File: src/rtl/acpd_pkg.sv
// Package for the autocorrelation period detector.
// Holds fixed field widths, register indexes, reset values and Q2.14 limits.
// No dependencies; every rtl file imports it.
package acpd_pkg;

    // Correlation accumulator width; it wraps like a 64-bit integer.
    localparam int ACC_W     = 64;
    // Q2.14 fraction bits and quotient bits of the normalizing divide.
    localparam int FRAC_BITS = 14;
    localparam int Q_BITS    = 17;
    // Result and register field widths.
    localparam int STR_W     = 16;
    localparam int PER_W     = 10;
    // Configuration bus widths.
    localparam int PADDR_W   = 4;
    localparam int PDATA_W   = 32;

    // Register indexes (word address bits [3:2]).
    localparam logic [1:0] REG_LAG_LO = 2'd0;
    localparam logic [1:0] REG_LAG_HI = 2'd1;
    localparam logic [1:0] REG_THRESH = 2'd2;

    // Register reset values.
    localparam logic [PER_W-1:0]        RST_LAG_LO = 10'd2;
    localparam logic [PER_W-1:0]        RST_LAG_HI = 10'd1023;
    localparam logic signed [STR_W-1:0] RST_THRESH = 16'sd8192;

    // Saturation limits of the strength value.
    localparam logic signed [STR_W-1:0] STR_MAX   = 16'sh7fff;
    localparam logic signed [STR_W-1:0] STR_MIN   = 16'sh8000;
    localparam logic [Q_BITS-1:0]       Q_POS_LIM = 17'd32767;
    localparam logic [Q_BITS-1:0]       Q_NEG_LIM = 17'd32768;

endpackage

File: src/rtl/acpd_norm.sv
// Normalizer: strength = C(k) * n * 2^14 / ((n - k) * C(0)), truncated, saturated.
// Shift-add multiplies followed by a restoring divide, one quotient bit a cycle.
// Depends on acpd_pkg.
module acpd_norm #(
    parameter int CNT_W = 11
) (
    input  logic                             clk,
    input  logic                             rst_n,
    input  logic                             start,
    input  logic [acpd_pkg::ACC_W-1:0]       acc,
    input  logic [acpd_pkg::ACC_W-1:0]       c0,
    input  logic [CNT_W-1:0]                 n_cnt,
    input  logic [CNT_W-1:0]                 span,
    output logic                             done,
    output logic signed [acpd_pkg::STR_W-1:0] ratio
);
    import acpd_pkg::*;

    localparam int WW     = ACC_W + CNT_W + Q_BITS;
    localparam int STEP_N = (CNT_W > Q_BITS) ? CNT_W : Q_BITS;
    localparam int STEP_W = $clog2(STEP_N + 1);

    typedef enum logic [1:0] {N_IDLE, N_MUL, N_DIV, N_OUT} norm_state_t;

    norm_state_t               state_reg;
    logic                      neg_reg;
    logic [WW-1:0]             num_mc_reg;
    logic [WW-1:0]             den_mc_reg;
    logic [WW-1:0]             num_reg;
    logic [WW-1:0]             den_reg;
    logic [CNT_W-1:0]          mn_reg;
    logic [CNT_W-1:0]          md_reg;
    logic [STEP_W-1:0]         cnt_reg;
    logic [Q_BITS-1:0]         q_reg;
    logic                      done_reg;
    logic signed [STR_W-1:0]   ratio_reg;

    logic [ACC_W-1:0]          mag;
    logic [WW-1:0]             num_sum;
    logic [WW-1:0]             den_sum;
    logic                      ge;
    logic signed [STR_W-1:0]   sat_val;

    // Magnitude of the correlation sum.
    assign mag = acc[ACC_W-1] ? (~acc + ACC_W'(1)) : acc;

    // One partial product of each multiply per cycle.
    assign num_sum = num_reg + (mn_reg[0] ? num_mc_reg : WW'(0));
    assign den_sum = den_reg + (md_reg[0] ? den_mc_reg : WW'(0));

    // Restoring divide step.
    assign ge = (num_reg >= den_reg);

    // Truncated quotient, saturated to Q2.14 with the sign applied.
    always_comb
    begin
        if (neg_reg)
        begin
            sat_val = (q_reg > Q_NEG_LIM) ? STR_MIN : -$signed(q_reg[STR_W-1:0]);
        end
        else
        begin
            sat_val = (q_reg > Q_POS_LIM) ? STR_MAX : $signed(q_reg[STR_W-1:0]);
        end
    end

    // Sequencer and datapath registers.
    always_ff @(posedge clk or negedge rst_n)
    begin
        if (!rst_n)
        begin
            state_reg <= N_IDLE;
            done_reg  <= 1'b0;
            cnt_reg   <= '0;
        end
        else
        begin
            done_reg <= 1'b0;
            case (state_reg)
                N_IDLE:
                begin
                    if (start)
                    begin
                        neg_reg    <= acc[ACC_W-1];
                        num_mc_reg <= WW'(mag);
                        den_mc_reg <= WW'(c0);
                        num_reg    <= '0;
                        den_reg    <= '0;
                        mn_reg     <= n_cnt;
                        md_reg     <= span;
                        cnt_reg    <= '0;
                        state_reg  <= N_MUL;
                    end
                end
                N_MUL:
                begin
                    num_mc_reg <= num_mc_reg << 1;
                    den_mc_reg <= den_mc_reg << 1;
                    mn_reg     <= mn_reg >> 1;
                    md_reg     <= md_reg >> 1;
                    if (cnt_reg == STEP_W'(CNT_W - 1))
                    begin
                        num_reg   <= num_sum << FRAC_BITS;
                        den_reg   <= den_sum << (Q_BITS - 1);
                        q_reg     <= '0;
                        cnt_reg   <= '0;
                        state_reg <= N_DIV;
                    end
                    else
                    begin
                        num_reg <= num_sum;
                        den_reg <= den_sum;
                        cnt_reg <= cnt_reg + STEP_W'(1);
                    end
                end
                N_DIV:
                begin
                    if (ge)
                    begin
                        num_reg <= num_reg - den_reg;
                    end
                    q_reg   <= {q_reg[Q_BITS-2:0], ge};
                    den_reg <= den_reg >> 1;
                    if (cnt_reg == STEP_W'(Q_BITS - 1))
                    begin
                        state_reg <= N_OUT;
                    end
                    else
                    begin
                        cnt_reg <= cnt_reg + STEP_W'(1);
                    end
                end
                N_OUT:
                begin
                    ratio_reg <= sat_val;
                    done_reg  <= 1'b1;
                    state_reg <= N_IDLE;
                end
                default:
                begin
                    state_reg <= N_IDLE;
                end
            endcase
        end
    end

    assign done  = done_reg;
    assign ratio = ratio_reg;

endmodule

File: config.mk
export PLATFORM = sky130hd
export DESIGN_NAME = acpd_norm
export DESIGN_NICKNAME = d
export VERILOG_FILES = /design/src/rtl/acpd_pkg.sv /design/src/rtl/acpd_norm.sv
export SDC_FILE = /design/constraint.sdc
export NUM_CORES = 2
export LEC_CHECK = 0
export ABC_AREA = 1
export BUFFER_PORTS_ARGS = -buffer_cell sky130_fd_sc_hd__buf_2
export CAP_MARGIN = 20
export CORE_ASPECT_RATIO = 0.8
export CORE_MARGIN = 2
export CORE_UTILIZATION = 38
export CTS_CLUSTER_DIAMETER = 150
export CTS_CLUSTER_SIZE = 40
export DETAILED_ROUTE_END_ITERATION = 10
export PLACE_DENSITY = 0.53
export SETUP_SLACK_MARGIN = 0.02
export SYNTH_ARGS = -nofsm -noshare
export SYNTH_HDL_FRONTEND = slang
export SYNTH_SLANG_ARGS = --single-unit
File: constraint.sdc
create_clock -name clk -period 17.53 [get_ports clk]
set_clock_uncertainty 0.1 [all_clocks]
set_input_delay 2.6295 -clock clk [delete_from_list [all_inputs] [get_ports clk]]
set_output_delay 2.6295 -clock clk [all_outputs]
set_load 0.005 [all_outputs]
==> reports/qor.yml <==
outcome:
  status: "finished clean"
cells_and_area:
  final_nets: 9126
  n_fill_cell: 14770
  drive_gt1_share_pct: 3.92
  fin_util_pct: 41.1
  syn_to_final_growth_pct: 7.00
pwr:
  power_density_nw_per_um2: 211
  finalPower_mw: 11.2
  peakVddDrop_uv: 160
  p_leak_nw: 29.4
synthesis:
  yosysMostFrequentCell: "nand2_1"
  ys_ff_latch: 432
  yosys-top-cells-count: "3396 x nand2_1, 1781 x inv_1, 753 x nor2_1"
  netlist_area_sq_um: 49800
  ys_top_cells_by_area: "nand2_1 26%, edfxtp_1 26%, inv_1 13%"
  synth_nets: 9053
  yosys.area.top_type: "nand2_1"
  yosys_most_used_dff: "edfxtp_1"
  yosys_warnings: 0
  synth_cells: 8613
  synth_edf_count: 424
  async_flop_share_pct: 1.85
  syn_avg_cell_area_sq_um: 5.78
  yosysTopAreaCellShare_pct: 25.6
  yosysSeqAreaShare_pct: 26.0
  synth.distinct_cells: 60
grt:
  grt_remaining_overflow: 0
  antenna_found_initial: 6
  grt_first_pass_wirelength_um: 342000
  grt_max_degree: 85
  grt_pass1_vias: 48743
  track_usage_pct: 35.1
cts:
  clk_latency_ns: 0.68
  cts_buffers: 18
  post_cts_buffers: 0
  clockBufferDepth: 3
  hold_buffers: 0
  cts.sinks: 432
  tritoncts: "done"
  htree_levels: 1
  cts_resized: 0
  clockRootBuffer: "clkbuf_16"
  clk_pin_slew_ns: 0.16
placement:
  dp_hpwl_um: 208000
  gp_congestion: 1.06
  io_buffers: 169
route:
  route.detailed.drc: 0
  wl_per_cell_um: 23.4
  drtIter0Drc: 7814
  first_pass_iters: 7
  num_vias: 54911
  wirelength_um: 245000
  ant_nets: 0
  vias_per_cell: 5.26
worst_setup_path:
  arrival_ns: 5.63
  slowest_stage: "edfxtp_1"
  worstSetupPathType: "flop to flop"
  worstRegToRegCells: 15
  critical_path.cell_chain: "buf_4 > nand2_1 > inv_1 > ha_1 > nand2_1 > nor2_1 > inv_1 > nor2_1 > nand2_1 > nor2_1 > nand3_1 > nand4_1 > nand3_1 > nand3_1 > a21oi_1"
  critPathMaxFanout: 69
  start_kind: "flop"
  required_ns: 17.83
  crit_path_end_kind: "flop"
  cpPeakStageDelay_ns: 0.90
sta:
  max_freq_mhz: 188
  fin_crit_ns: 5.33
  maxSlewViolCount: 0
  period_share_pct: 30.4
  finalHoldViolCount: 0
  rsz0062_at_grt: "no"
  setup_violations: 0
  tightest_slew_ns: 1.05
  max-slew-margin-rel_pct: 29.5
  holdWs_ns: 0.444
  fin_setup_tns_ns: 0
worst_hold_path:
  hold_path_depth: 2
  hold_path_class: "flop to flop"
floorplanning:
  coreArea_sq_um: 130000
  placementRows: 118
  die_h_um: 328
  initial_utilization_pct: 38.4
  ios: 170
  die_w_um: 409
  die-area_sq_um: 134000
job:
  drv_cap: 0
## metal layers
metal,vias to the layer above,track usage (%),wire [um],part of all wire [%]
met5,-,0,27,0.011
met4,6,4.47,3580,1.5
met3,150,11.7,31200,13
met2,2586,46.1,90300,37
met1,25358,55.2,119000,49
li1,26811,-,-,-
## critical path, delay by kind of cell (launching register included)
kind,cells,cell delay [ns]
adders and majority gates,1,0.27
buffers and inverters,3,0.89
AOI/OAI and AO/OA,1,0.09
DFF,1,0.90
and+or+nand+nor,10,2.78
## cells in the final DEF, fill, tap and decap left out, types with 4 or more instances in the layout
cell	n
nor2_2	18
a31oi_1	57
nand2_1	3396
clkbuf_16	20
a21o_1	6
nor3_2	9
clkinv_16	4
nor2_4	7
or2_2	27
a21oi_1	439
and2_1	9
nand2_4	4
nand2_2	11
dfrtp_1	8
ha_1	281
nand3_2	7
o21a_1	4
nand3b_1	35
inv_2	6
nor4_1	18
nor3_1	60
nor2_1	752
xor2_1	91
nand4_1	85
nand3_1	534
o211ai_1	12
or2_1	10
o21ai_1	18
a21boi_0	5
edfxtp_1	424
o21bai_1	62
o31ai_1	11
o21ai_0	209
inv_1	1779
buf_4	33
xnor2_1	26
buf_2	169
## per-stage QoR
| step | setup slack [ns] | cells | cell area [sq um] |
|---|---|---|---|
| 2_1_floorplan | 5.78 | 8613 | 49800 |
| 3_3_place_gp | 11.76 | 10406 | 52600 |
| 3_5_place_dp | 11.63 | 10406 | 52600 |
| 4_1_cts | 12.38 | 10436 | 53300 |
| 5_1_grt | 11.99 | 10436 | 53300 |
| 6_report | 12.20 | 10437 | 53300 |
## cell type report
cell class	instances	area [sq um]	share of cell area, %
repair buffers	202	1090	2.05
diodes	1	2.50	0.00469
inverters	1790	6730	12.6
clock buffers	21	504	0.946
multi-input cells	6242	29700	55.6
clock inverters	9	214	0.401
flip-flops and latches	432	12900	24.3
well taps	1740	2180	4.08
## cell families (layout without fill, tap and decap cells)
logic type / count (synthesis) / count (layout) / synth area share [%]
AO/OA/AOI/OAI: 840 / 840 / 9.23
XOR/XNOR: 117 / 117 / 2.06
adder cells (fa/ha/maj): 287 / 287 / 7.25
buffers and inverters: 1939 / 2022 / 14.7
flip-flops: 432 / 432 / 26.0
other: 0 / 1 / 0
AND/OR/NAND/NOR: 4998 / 4998 / 40.8
## final timing paths
kind	start	to	slack, ns
setup / recovery	md_reg[0]$_DFFE_PP_	den_reg[88]$_DFFE_PP_	12.20
hold / removal	md_reg[1]$_DFFE_PP_	md_reg[0]$_DFFE_PP_	0.44
setup reg to reg	md_reg[0]$_DFFE_PP_	den_reg[88]$_DFFE_PP_	12.20
hold reg to reg	md_reg[1]$_DFFE_PP_	md_reg[0]$_DFFE_PP_	0.44
max in group asynchronous	rst_n	cnt_reg[3]$_DFFE_PN0P_	15.46
min in group asynchronous	rst_n	done$_DFF_PN0_	1.69
## power breakdown
part	internal (mW)	switching (mW)	total (mW)	leakage, nW
Combinational	2.25	6.08	8.33	24.9
Sequential	1.78	0.454	2.23	4.18
Clock	0.246	0.439	0.685	0.338
Total	4.28	6.97	11.2	29.4
No activity file was read; power rests on OpenSTA's default activity.
